<file path="src/sv/aard_pkg.sv">
// shared types, codes and microcode program of the accumulator calculator
`default_nettype none
package aard_pkg;

  localparam int CNT_W  = 32;
  localparam int OP_W   = 3;
  localparam int MODE_W = 2;
  localparam int ST_W   = 2;
  localparam int UA_W   = 4;

  localparam logic [OP_W-1:0] OP_LOAD = 3'd0;
  localparam logic [OP_W-1:0] OP_ADD  = 3'd1;
  localparam logic [OP_W-1:0] OP_SUB  = 3'd2;
  localparam logic [OP_W-1:0] OP_MUL  = 3'd3;
  localparam logic [OP_W-1:0] OP_DIV  = 3'd4;

  localparam logic [MODE_W-1:0] MODE_ROUND   = 2'd0;
  localparam logic [MODE_W-1:0] MODE_CUT     = 2'd1;
  localparam logic [MODE_W-1:0] MODE_DISCARD = 2'd2;

  localparam logic [ST_W-1:0] ST_OK       = 2'd0;
  localparam logic [ST_W-1:0] ST_DIV_ZERO = 2'd1;
  localparam logic [ST_W-1:0] ST_DISCARD  = 2'd2;

  // microcode addresses
  localparam logic [UA_W-1:0] UA_FETCH    = 4'd0;
  localparam logic [UA_W-1:0] UA_DISPATCH = 4'd1;
  localparam logic [UA_W-1:0] UA_LOAD     = 4'd2;
  localparam logic [UA_W-1:0] UA_ADD      = 4'd3;
  localparam logic [UA_W-1:0] UA_SUB      = 4'd4;
  localparam logic [UA_W-1:0] UA_MUL_INIT = 4'd5;
  localparam logic [UA_W-1:0] UA_MUL_STEP = 4'd6;
  localparam logic [UA_W-1:0] UA_MUL_WR   = 4'd7;
  localparam logic [UA_W-1:0] UA_DIV_INIT = 4'd8;
  localparam logic [UA_W-1:0] UA_DIV_STEP = 4'd9;
  localparam logic [UA_W-1:0] UA_DIV_RND  = 4'd10;
  localparam logic [UA_W-1:0] UA_DIV_SGN  = 4'd11;
  localparam logic [UA_W-1:0] UA_WB_CNT   = 4'd12;
  localparam logic [UA_W-1:0] UA_WB_OK    = 4'd13;
  localparam logic [UA_W-1:0] UA_WB_DZ    = 4'd14;
  localparam logic [UA_W-1:0] UA_WB_DISC  = 4'd15;

  typedef enum logic [3:0] {
    U_NOP,
    U_LOAD,
    U_ADD,
    U_SUB,
    U_MUL_INIT,
    U_MUL_STEP,
    U_MUL_WR,
    U_DIV_INIT,
    U_DIV_STEP,
    U_DIV_RND,
    U_DIV_SGN,
    U_WB
  } uop_t;

  typedef enum logic [2:0] {
    C_NEXT,
    C_JUMP,
    C_WAIT_IN,
    C_DISPATCH,
    C_MORE,
    C_BZERO,
    C_DISCARD,
    C_HOLD_OUT
  } cond_t;

  typedef struct packed {
    uop_t            uop;
    logic            cnt;
    logic [ST_W-1:0] st;
    cond_t           cond;
    logic [UA_W-1:0] target;
  } ctrl_t;

  typedef struct packed {
    logic [OP_W-1:0] op;
    logic            more;
    logic            bzero;
    logic            discard;
    logic            out_busy;
  } flags_t;

  function automatic ctrl_t ucode(input logic [UA_W-1:0] addr);
    ctrl_t cw;
    cw = '{uop: U_NOP, cnt: 1'b0, st: ST_OK, cond: C_NEXT, target: UA_FETCH};
    case (addr)
      UA_FETCH:    cw.cond = C_WAIT_IN;
      UA_DISPATCH: cw.cond = C_DISPATCH;
      UA_LOAD:     begin cw.uop = U_LOAD; cw.cond = C_JUMP; cw.target = UA_WB_OK; end
      UA_ADD:      begin cw.uop = U_ADD; cw.cond = C_JUMP; cw.target = UA_WB_CNT; end
      UA_SUB:      begin cw.uop = U_SUB; cw.cond = C_JUMP; cw.target = UA_WB_CNT; end
      UA_MUL_INIT: cw.uop = U_MUL_INIT;
      UA_MUL_STEP: begin cw.uop = U_MUL_STEP; cw.cond = C_MORE; cw.target = UA_MUL_STEP; end
      UA_MUL_WR:   begin cw.uop = U_MUL_WR; cw.cond = C_JUMP; cw.target = UA_WB_CNT; end
      UA_DIV_INIT: begin cw.uop = U_DIV_INIT; cw.cond = C_BZERO; cw.target = UA_WB_DZ; end
      UA_DIV_STEP: begin cw.uop = U_DIV_STEP; cw.cond = C_MORE; cw.target = UA_DIV_STEP; end
      UA_DIV_RND:  begin cw.uop = U_DIV_RND; cw.cond = C_DISCARD; cw.target = UA_WB_DISC; end
      UA_DIV_SGN:  begin cw.uop = U_DIV_SGN; cw.cond = C_JUMP; cw.target = UA_WB_CNT; end
      UA_WB_CNT:   begin cw.uop = U_WB; cw.cnt = 1'b1; cw.cond = C_HOLD_OUT; end
      UA_WB_OK:    begin cw.uop = U_WB; cw.cond = C_HOLD_OUT; end
      UA_WB_DZ:    begin cw.uop = U_WB; cw.st = ST_DIV_ZERO; cw.cond = C_HOLD_OUT; end
      UA_WB_DISC:  begin cw.uop = U_WB; cw.st = ST_DISCARD; cw.cond = C_HOLD_OUT; end
      default:     cw.cond = C_JUMP;
    endcase
    return cw;
  endfunction

  function automatic logic [UA_W-1:0] dispatch(input logic [OP_W-1:0] op);
    logic [UA_W-1:0] a;
    case (op)
      OP_LOAD: a = UA_LOAD;
      OP_ADD:  a = UA_ADD;
      OP_SUB:  a = UA_SUB;
      OP_MUL:  a = UA_MUL_INIT;
      OP_DIV:  a = UA_DIV_INIT;
      default: a = UA_WB_OK;
    endcase
    return a;
  endfunction

endpackage
`default_nettype wire

</file>
<file path="src/sv/accumulator_alu_rounding_divide.sv">
// top level of the microcoded signed accumulator calculator
//
//  channel | direction | handshake           | tdata fields (low bit first)
//  in_     | input     | in_tvalid/in_tready | opcode, operand, div_mode
//  out_    | output    | out_tvalid/tready   | acc_value, positive_count,
//          |           |                     | negative_count, status
//
//  load/add/sub: dispatch, execute, writeback; unknown opcodes skip execute
//  multiply: init, one shift-add step per cycle, write, writeback
//  divide: init, steps, round, sign, writeback; div-zero, discard end early
//  a new item is taken as soon as the sequencer returns to fetch, even while
//  the last result still sits in the output register; writeback waits on it
//  synchronous active-low reset clears accumulator, counters and output valid
`default_nettype none
module accumulator_alu_rounding_divide #(
  parameter int DATA_WIDTH = 32
) (
  input  wire logic                            clk,
  input  wire logic                            rst_n,
  input  wire logic                            in_tvalid,
  output logic                                 in_tready,
  // opcode, operand, div_mode
  input  wire logic [((DATA_WIDTH+12)/8)*8-1:0] in_tdata,
  output logic                                 out_tvalid,
  input  wire logic                            out_tready,
  // acc_value, positive_count, negative_count, status
  output logic [((DATA_WIDTH+73)/8)*8-1:0]     out_tdata
);

  localparam int DW    = DATA_WIDTH;
  localparam int OUT_W = ((DATA_WIDTH + 73) / 8) * 8;
  localparam int OPW   = aard_pkg::OP_W;
  localparam int MW    = aard_pkg::MODE_W;
  localparam int CW    = aard_pkg::CNT_W;
  localparam int ST_LO = DW + 2 * CW;

  aard_pkg::ctrl_t  ctrl;
  aard_pkg::flags_t flags;
  logic             idle;
  logic             in_accept;

  assign in_tready = idle;
  assign in_accept = in_tvalid && idle;

  aard_seq u_seq (
    .clk       (clk),
    .rst_n     (rst_n),
    .in_tvalid (in_tvalid),
    .flags     (flags),
    .ctrl      (ctrl),
    .idle      (idle)
  );

  aard_dp #(
    .DATA_WIDTH (DW),
    .OUT_W      (OUT_W)
  ) u_dp (
    .clk        (clk),
    .rst_n      (rst_n),
    .in_accept  (in_accept),
    .in_op      (in_tdata[OPW-1:0]),
    .in_operand (in_tdata[OPW+DW-1:OPW]),
    .in_mode    (in_tdata[OPW+DW+MW-1:OPW+DW]),
    .ctrl       (ctrl),
    .flags      (flags),
    .out_tready (out_tready),
    .out_tvalid (out_tvalid),
    .out_tdata  (out_tdata)
  );

  // the block is busy right after taking an item
  a_busy_after_accept: assert property (
    @(posedge clk) disable iff (!rst_n) (in_tvalid && in_tready) |=> !in_tready
  ) else $error("item accepted while previous item still in work");

  // a fresh result only follows a cycle in which the sequencer was working
  a_result_after_work: assert property (
    @(posedge clk) disable iff (!rst_n) $rose(out_tvalid) |-> $past(!in_tready)
  ) else $error("result appeared without an item in work");

  // status code is never the unused value
  a_status_code: assert property (
    @(posedge clk) disable iff (!rst_n)
      out_tvalid |-> (out_tdata[ST_LO+1:ST_LO] != 2'd3)
  ) else $error("unused status code on result");

endmodule
`default_nettype wire

</file>
<file path="src/sv/aard_seq.sv">
// microcode sequencer: step counter, program table lookup and jump logic
`default_nettype none
module aard_seq (
  input  wire logic            clk,
  input  wire logic            rst_n,
  input  wire logic            in_tvalid,
  input  aard_pkg::flags_t     flags,
  output aard_pkg::ctrl_t      ctrl,
  output logic                 idle
);

  logic [aard_pkg::UA_W-1:0] upc_r;
  logic [aard_pkg::UA_W-1:0] upc_nxt;
  logic [aard_pkg::UA_W-1:0] upc_inc;

  assign ctrl    = aard_pkg::ucode(upc_r);
  assign idle    = (upc_r == aard_pkg::UA_FETCH);
  assign upc_inc = upc_r + aard_pkg::UA_W'(1);

  always_comb begin
    upc_nxt = upc_inc;
    case (ctrl.cond)
      aard_pkg::C_NEXT:     upc_nxt = upc_inc;
      aard_pkg::C_JUMP:     upc_nxt = ctrl.target;
      aard_pkg::C_WAIT_IN:  upc_nxt = in_tvalid ? upc_inc : upc_r;
      aard_pkg::C_DISPATCH: upc_nxt = aard_pkg::dispatch(flags.op);
      aard_pkg::C_MORE:     upc_nxt = flags.more ? ctrl.target : upc_inc;
      aard_pkg::C_BZERO:    upc_nxt = flags.bzero ? ctrl.target : upc_inc;
      aard_pkg::C_DISCARD:  upc_nxt = flags.discard ? ctrl.target : upc_inc;
      aard_pkg::C_HOLD_OUT: upc_nxt = flags.out_busy ? upc_r : ctrl.target;
      default:              upc_nxt = aard_pkg::UA_FETCH;
    endcase
  end

  always_ff @(posedge clk) begin
    if (!rst_n) begin
      upc_r <= aard_pkg::UA_FETCH;
    end else begin
      upc_r <= upc_nxt;
    end
  end

endmodule
`default_nettype wire

</file>
<file path="src/sv/aard_dp.sv">
// datapath: accumulator, shift-add multiply, restoring divide, counters, output register
`default_nettype none
module aard_dp #(
  parameter int DATA_WIDTH = 32,
  parameter int OUT_W      = 104
) (
  input  wire logic                          clk,
  input  wire logic                          rst_n,
  input  wire logic                          in_accept,
  input  wire logic [aard_pkg::OP_W-1:0]     in_op,
  input  wire logic [DATA_WIDTH-1:0]         in_operand,
  input  wire logic [aard_pkg::MODE_W-1:0]   in_mode,
  input  aard_pkg::ctrl_t                    ctrl,
  output aard_pkg::flags_t                   flags,
  input  wire logic                          out_tready,
  output logic                               out_tvalid,
  output logic [OUT_W-1:0]                   out_tdata
);

  localparam int DW  = DATA_WIDTH;
  localparam int ITW = $clog2(DW + 1);
  localparam int CW  = aard_pkg::CNT_W;

  logic [DW-1:0]                 acc_r, acc_nxt;
  logic [CW-1:0]                 pos_r, pos_nxt;
  logic [CW-1:0]                 neg_r, neg_nxt;
  logic                          out_valid_r, out_valid_nxt;
  logic [OUT_W-1:0]              out_data_r, out_data_nxt;
  logic [DW-1:0]                 opnd_r;
  logic [aard_pkg::OP_W-1:0]     op_r;
  logic [aard_pkg::MODE_W-1:0]   mode_r;
  logic [DW-1:0]                 wk_r, wk_nxt;
  logic [DW-1:0]                 sh_r, sh_nxt;
  logic [DW-1:0]                 dvs_r, dvs_nxt;
  logic                          qneg_r, qneg_nxt;
  logic [ITW-1:0]                it_r, it_nxt;

  logic [DW-1:0]                 acc_mag;
  logic [DW-1:0]                 opnd_mag;
  logic [DW-1:0]                 mul_sum;
  logic [DW:0]                   div_shift;
  logic [DW:0]                   div_trial;
  logic                          rem_nz;
  logic                          rnd;
  logic                          out_busy;
  logic                          wb_go;
  logic [CW-1:0]                 pos_bump;
  logic [CW-1:0]                 neg_bump;

  assign acc_mag   = acc_r[DW-1] ? (~acc_r + DW'(1)) : acc_r;
  assign opnd_mag  = opnd_r[DW-1] ? (~opnd_r + DW'(1)) : opnd_r;
  assign mul_sum   = {wk_r[DW-2:0], 1'b0} + (sh_r[DW-1] ? acc_r : '0);
  assign div_shift = {wk_r, sh_r[DW-1]};
  assign div_trial = div_shift - {1'b0, dvs_r};
  assign rem_nz    = |wk_r;
  assign rnd       = (mode_r == aard_pkg::MODE_ROUND) && rem_nz &&
                     ({wk_r, 1'b0} >= {1'b0, dvs_r});
  assign out_busy  = out_valid_r && !out_tready;
  assign wb_go     = (ctrl.uop == aard_pkg::U_WB) && !out_busy;
  assign pos_bump  = (&pos_r) ? pos_r : pos_r + CW'(1);
  assign neg_bump  = (&neg_r) ? neg_r : neg_r + CW'(1);

  assign flags.op       = op_r;
  assign flags.more     = (it_r != ITW'(1));
  assign flags.bzero    = (opnd_r == '0);
  assign flags.discard  = rem_nz && (mode_r == aard_pkg::MODE_DISCARD);
  assign flags.out_busy = out_busy;

  assign out_tvalid = out_valid_r;
  assign out_tdata  = out_data_r;

  always_comb begin
    acc_nxt  = acc_r;
    pos_nxt  = pos_r;
    neg_nxt  = neg_r;
    wk_nxt   = wk_r;
    sh_nxt   = sh_r;
    dvs_nxt  = dvs_r;
    qneg_nxt = qneg_r;
    it_nxt   = it_r;
    case (ctrl.uop)
      aard_pkg::U_LOAD: begin
        acc_nxt = opnd_r;
        pos_nxt = '0;
        neg_nxt = '0;
      end
      aard_pkg::U_ADD: acc_nxt = acc_r + opnd_r;
      aard_pkg::U_SUB: acc_nxt = acc_r - opnd_r;
      aard_pkg::U_MUL_INIT: begin
        wk_nxt = '0;
        sh_nxt = opnd_r;
        it_nxt = ITW'(DW);
      end
      aard_pkg::U_MUL_STEP: begin
        wk_nxt = mul_sum;
        sh_nxt = {sh_r[DW-2:0], 1'b0};
        it_nxt = it_r - ITW'(1);
      end
      aard_pkg::U_MUL_WR: acc_nxt = wk_r;
      aard_pkg::U_DIV_INIT: begin
        wk_nxt   = '0;
        sh_nxt   = acc_mag;
        dvs_nxt  = opnd_mag;
        qneg_nxt = acc_r[DW-1] ^ opnd_r[DW-1];
        it_nxt   = ITW'(DW);
      end
      aard_pkg::U_DIV_STEP: begin
        if (!div_trial[DW]) begin
          wk_nxt = div_trial[DW-1:0];
          sh_nxt = {sh_r[DW-2:0], 1'b1};
        end else begin
          wk_nxt = div_shift[DW-1:0];
          sh_nxt = {sh_r[DW-2:0], 1'b0};
        end
        it_nxt = it_r - ITW'(1);
      end
      aard_pkg::U_DIV_RND: sh_nxt = sh_r + DW'(rnd);
      aard_pkg::U_DIV_SGN: acc_nxt = qneg_r ? (~sh_r + DW'(1)) : sh_r;
      aard_pkg::U_WB: begin
        if (wb_go && ctrl.cnt) begin
          if (acc_r[DW-1]) begin
            neg_nxt = neg_bump;
          end else begin
            pos_nxt = pos_bump;
          end
        end
      end
      default: ;
    endcase
  end

  always_comb begin
    out_valid_nxt = out_valid_r && !out_tready;
    out_data_nxt  = out_data_r;
    if (wb_go) begin
      out_valid_nxt = 1'b1;
      out_data_nxt  = '0;
      out_data_nxt[DW-1:0]                     = acc_r;
      out_data_nxt[DW+CW-1:DW]                 = pos_nxt;
      out_data_nxt[DW+2*CW-1:DW+CW]            = neg_nxt;
      out_data_nxt[DW+2*CW+aard_pkg::ST_W-1:DW+2*CW] = ctrl.st;
    end
  end

  always_ff @(posedge clk) begin
    if (!rst_n) begin
      acc_r       <= '0;
      pos_r       <= '0;
      neg_r       <= '0;
      out_valid_r <= 1'b0;
    end else begin
      acc_r       <= acc_nxt;
      pos_r       <= pos_nxt;
      neg_r       <= neg_nxt;
      out_valid_r <= out_valid_nxt;
    end
  end

  always_ff @(posedge clk) begin
    if (in_accept) begin
      op_r   <= in_op;
      opnd_r <= in_operand;
      mode_r <= in_mode;
    end
    wk_r       <= wk_nxt;
    sh_r       <= sh_nxt;
    dvs_r      <= dvs_nxt;
    qneg_r     <= qneg_nxt;
    it_r       <= it_nxt;
    out_data_r <= out_data_nxt;
  end

endmodule
`default_nettype wire
</file>
<file path="config.mk">
export PLATFORM = sky130hd
export DESIGN_NAME = accumulator_alu_rounding_divide
export DESIGN_NICKNAME = d
export VERILOG_FILES = /design/src/sv/aard_pkg.sv /design/src/sv/accumulator_alu_rounding_divide.sv /design/src/sv/aard_seq.sv /design/src/sv/aard_dp.sv
export SDC_FILE = /design/constraint.sdc
export NUM_CORES = 1
export LEC_CHECK = 0
export ABC_AREA = 1
export BUFFER_PORTS_ARGS = -buffer_cell sky130_fd_sc_hd__buf_2
export CORE_ASPECT_RATIO = 2
export CORE_MARGIN = 2
export CORE_UTILIZATION = 50
export CTS_CLUSTER_SIZE = 40
export DETAILED_ROUTE_END_ITERATION = 10
export PLACE_DENSITY = 0.75
export SETUP_SLACK_MARGIN = 0.2
export SLEW_MARGIN = 20
export SYNTH_ARGS = -nofsm -noshare
export SYNTH_HDL_FRONTEND = slang
export SYNTH_SLANG_ARGS = --single-unit
</file>
<file path="constraint.sdc">
create_clock -name clk -period 3.9 [get_ports clk]
set_input_delay 0.78 -clock clk [delete_from_list [all_inputs] [get_ports clk]]
set_output_delay 0.78 -clock clk [all_outputs]
set_load 0.1 [all_outputs]
</file>
==> insert_results.sql <==
INSERT INTO impl_metrics (metric_group, metric, value, unit) VALUES
('status', 'outcome', 'complete, no violations', ''),
('worst_setup_path', 'cp-start-kind', 'flip-flop', ''),
('clock_tree', 'clock_buffers_created_by_tritoncts', '34', ''),
('placement', 'globalplace.congestion', '1.01', ''),
('global_route', 'first_pass_grt_wire_length', '161000', 'µm'),
('power', 'leakage', '0.0146', 'µW'),
('clock_tree', 'ctsLongestPathBuffers', '3', ''),
('timing', 'worstMarginPinSlew', '1.14', 'ns'),
('logic_synthesis', 'synth_largest_area_cell', 'sky130_fd_sc_hd__edfxtp_1', ''),
('detailed_routing', 'post_route_drc', '0', ''),
('timing', 'grt_setup_unrepaired', 'yes', ''),
('logic_synthesis', 'synthesis.area_per_instance', '6.80', 'µm²'),
('logic_synthesis', 'synthMostInstantiatedCell', 'sky130_fd_sc_hd__nand2_1', ''),
('timing', 'clock-skew-final', '0.0333', 'ns'),
('timing', 'fmax', '272', 'MHz'),
('worst_hold_path', 'worst_hold_path_type', 'input pin to flip-flop', ''),
('run', 'timing.max_cap.violations', '0', ''),
('logic_synthesis', 'syn_inst', '3846', ''),
('die', 'core_area', '51700', 'µm²'),
('logic_synthesis', 'syn_area', '26100', 'µm²'),
('worst_setup_path', 'r2r_slack', '0.22', 'ns'),
('logic_synthesis', 'ys_top_cells_by_area', 'sky130_fd_sc_hd__edfxtp_1 27%, sky130_fd_sc_hd__nand2_1 14%, sky130_fd_sc_hd__inv_1 8.0%', ''),
('cells_and_area', 'finalNetCount', '4338', ''),
('global_route', 'global_route.overflow_total', '0', ''),
('die', 'die_width', '166', 'µm'),
('die', 'io_pins', '150', ''),
('logic_synthesis', 'ys_types', '64', ''),
('worst_setup_path', 'worst_ep_required_time', '4.20', 'ns'),
('placement', 'post-place-cells', '4779', ''),
('placement', 'postPlaceCellArea', '29000', 'µm²'),
('timing', 'worst_slew_margin_rel', '0.239', ''),
('worst_setup_path', 'timing.critical_path.arrival', '3.98', 'ns'),
('global_route', 'grt_max_degree', '75', ''),
('worst_setup_path', 'cp-end-kind', 'flip-flop', ''),
('detailed_routing', 'drtAntennaViolNets', '0', ''),
('detailed_routing', 'detailedRoute.firstIterationViolations', '2221', ''),
('worst_hold_path', 'whs_endpoint', 'u_dp.mode_r[0]$_DFFE_PP_', ''),
('global_route', 'groute.usage.overall', '0.397', ''),
('clock_tree', 'clk_root_buffer_cell', 'sky130_fd_sc_hd__clkbuf_16', ''),
('die', 'initial_core_util', '0.506', ''),
('clock_tree', 'tritoncts', 'yes', ''),
('detailed_routing', 'drtPass1Iterations', '6', ''),
('worst_setup_path', 'worst-r2r-cell-count', '22', ''),
('placement', 'numPortBuffers', '140', ''),
('logic_synthesis', 'synth.top_cell.area_share', '0.273', ''),
('clock_tree', 'cts-hold-fix-buffers', '0', ''),
('cells_and_area', 'finalNonFillerCells', '4870', ''),
('worst_setup_path', 'worst_r2r_endpoint', 'u_dp.sh_r[28]$_DFFE_PP_', ''),
('logic_synthesis', 'synthesis.yosys.warnings', '0', ''),
('cells_and_area', 'fraction_of_final_layout_cells_sized_beyond_drive_strength_1', '0.164', ''),
('logic_synthesis', 'ys_dominant_reg_cell', 'sky130_fd_sc_hd__edfxtp_1', ''),
('timing', 'final_min_period_over_clock_period', '0.943', ''),
('worst_setup_path', 'critPathKind', 'flip-flop to flip-flop', ''),
('cells_and_area', 'antenna-diode-count', '0', ''),
('global_route', 'grt_pass1_vias', '27600', ''),
('timing', 'slew_viol_final', '0', ''),
('detailed_routing', 'postRouteWirelength', '110000', 'µm'),
('power', 'pwr_density_cell', '792', 'nW/µm²'),
('logic_synthesis', 'postSynthRegisterBits', '339', ''),
('logic_synthesis', 'synth_top_cells_by_count', '982 x sky130_fd_sc_hd__nand2_1, 560 x sky130_fd_sc_hd__inv_1, 469 x sky130_fd_sc_hd__nor2_1', ''),
('cells_and_area', 'final_area', '31200', 'µm²'),
('worst_hold_path', 'timing.hold.worst_path_depth', '1', ''),
('detailed_routing', 'routed-via-count', '27900', ''),
('detailed_routing', 'viasPerCell', '5.72', ''),
('logic_synthesis', 'synth-edff-count', '238', ''),
('global_route', 'antenna_found_initial', '6', ''),
('worst_setup_path', 'r2r_path_start', 'u_dp.wk_r[29]$_DFFE_PP_', ''),
('worst_setup_path', 'crit_path_max_fanout', '4', ''),
('clock_tree', 'ctsHtreeMaxLevel', '2', ''),
('clock_tree', 'clk_pin_slew', '0.07', 'ns'),
('worst_hold_path', 'min-delay-start', 'in_tdata[35]', '');
==> cell usage in the layout (no fill, tap or decap), drive strengths merged, types with 12 or more instances in the layout <==
cell | netlist | final
o21ai | 293 | 293
a21o | 12 | 12
ha | 107 | 107
buf | 54 | 401
nand3b | 21 | 21
xnor2 | 20 | 20
xor2 | 81 | 81
o21bai | 18 | 18
a31oi | 25 | 25
nor2 | 489 | 489
a21oi | 180 | 180
edfxtp | 238 | 238
nand4 | 58 | 58
or2 | 21 | 21
nand3 | 298 | 298
inv | 581 | 586
dfxtp | 101 | 101
clkbuf | 51 | 44
nand2 | 1002 | 1002
o211ai | 16 | 16
nor4 | 23 | 23
o22ai | 12 | 12
nor3 | 76 | 76
==> metrics by stage <==
| stage | TNS (ns) | hold slack (ns) | worst slack, ns | utilization | power, µW |
|---|---|---|---|---|---|
| floorplan | 0 | 0.453 | 0.537 | - | 14600 |
| global placement | -0.418 | 0.512 | -0.135 | 0.562 | 19500 |
| detailed placement | -0.956 | 0.518 | -0.190 | 0.562 | 19600 |
| CTS | 0 | 0.371 | 0.145 | 0.589 | 23600 |
| global route | 0 | 0.377 | 0.0127 | 0.603 | 26100 |
| finish | 0 | 0.382 | 0.221 | 0.603 | 24700 |
==> logic make-up (layout without fill, tap and decap cells) <==
family	Yosys count	in the layout	share of synthesized area
other cells	1	6	0.000143
flops	339	339	0.351
compound gates	607	607	0.129
xor+xnor	101	101	0.0338
buf+inv	690	1049	0.104
fa+ha+maj	110	110	0.0535
simple gates	1998	1998	0.328
==> where the power goes <==
| group | internal, µW | switching (µW) |
|---|---|---|
| Sequential | 4880 | 824 |
| Clock | 2270 | 1600 |
| Combinational | 4890 | 10200 |
==> worst max path at each step <==
| stage | startpoint | end | slack (ns) | depth (start not counted) |
|---|---|---|---|---|
| floorplan | u_seq.upc_r[0]$_SDFFE_PN0P_ | u_dp.sh_r[0]$_DFFE_PP_ | 0.54 | 12 |
| global placement | u_dp.wk_r[29]$_DFFE_PP_ | u_dp.sh_r[28]$_DFFE_PP_ | -0.14 | 21 |
| detailed placement | u_dp.wk_r[29]$_DFFE_PP_ | u_dp.sh_r[28]$_DFFE_PP_ | -0.19 | 21 |
| CTS | u_dp.opnd_r[0]$_DFFE_PP_ | u_dp.acc_r[28]$_SDFFE_PN0P_ | 0.14 | 24 |
| global route | u_dp.opnd_r[3]$_DFFE_PP_ | u_dp.acc_r[26]$_SDFFE_PN0P_ | 0.01 | 21 |
| finish | u_dp.wk_r[29]$_DFFE_PP_ | u_dp.sh_r[28]$_DFFE_PP_ | 0.22 | 22 |
==> final cells by class <==
cell class	count	area [µm²]
Multi-Input combinational cell	2822	14900
Clock inverter	19	335
Clock buffer	43	937
Timing Repair Buffer	402	2790
Inverter	585	2200
Fill cell	4951	20500
Tap cell	660	826
Sequential cell	339	9170
==> metal layers <==
metal	track usage	vias up	wire length (µm)
met5	0	-	64
met4	0.415	10	14100
met3	0.0742	574	7110
met2	0.716	1282	54900
met1	0.358	12700	34300
li1	-	13300	-
==> worst max-delay path: stages, from the launching register on <==
cell	delay [ns]
sky130_fd_sc_hd__edfxtp_1	0.44
sky130_fd_sc_hd__ha_4	0.31
sky130_fd_sc_hd__nand2_1	0.08
sky130_fd_sc_hd__nor3_2	0.21
sky130_fd_sc_hd__buf_4	0.16
sky130_fd_sc_hd__and3_4	0.24
sky130_fd_sc_hd__nand3b_1	0.09
sky130_fd_sc_hd__nand3_2	0.10
sky130_fd_sc_hd__nand3_2	0.07
sky130_fd_sc_hd__inv_2	0.08
sky130_fd_sc_hd__ha_4	0.14
sky130_fd_sc_hd__ha_4	0.13
sky130_fd_sc_hd__inv_2	0.04
sky130_fd_sc_hd__nor3_4	0.21
sky130_fd_sc_hd__inv_2	0.09
sky130_fd_sc_hd__nor2_1	0.10
sky130_fd_sc_hd__buf_4	0.19
sky130_fd_sc_hd__nand4_1	0.15
sky130_fd_sc_hd__or2_4	0.29
sky130_fd_sc_hd__nand3_2	0.05
sky130_fd_sc_hd__nand2_1	0.05
sky130_fd_sc_hd__nor2_1	0.13
sky130_fd_sc_hd__a21oi_2	0.04
==> registers in the layout (all words and copies together) (netlist names), 2 cells and up <==
signal,count
u_dp.mode_r,2
u_dp.sh_r,32
u_dp.wk_r,32
u_dp.neg_r,32
u_dp.out_tdata,98
u_dp.opnd_r,32
u_dp.acc_r,32
u_dp.dvs_r,32
u_dp.it_r,6
u_seq.upc_r,4
u_dp.op_r,3
u_dp.pos_r,32
==> what timing repair did <==
item / in CTS / in global routing
endpoints found under the hold margin: 0 / 0
setup buffers: 2 / 26
endpoints found under the setup margin: 30 / 44
pin swaps: 6 / 42
gates resized for setup: 33 / 149
(Power assumes the default switching activity.)
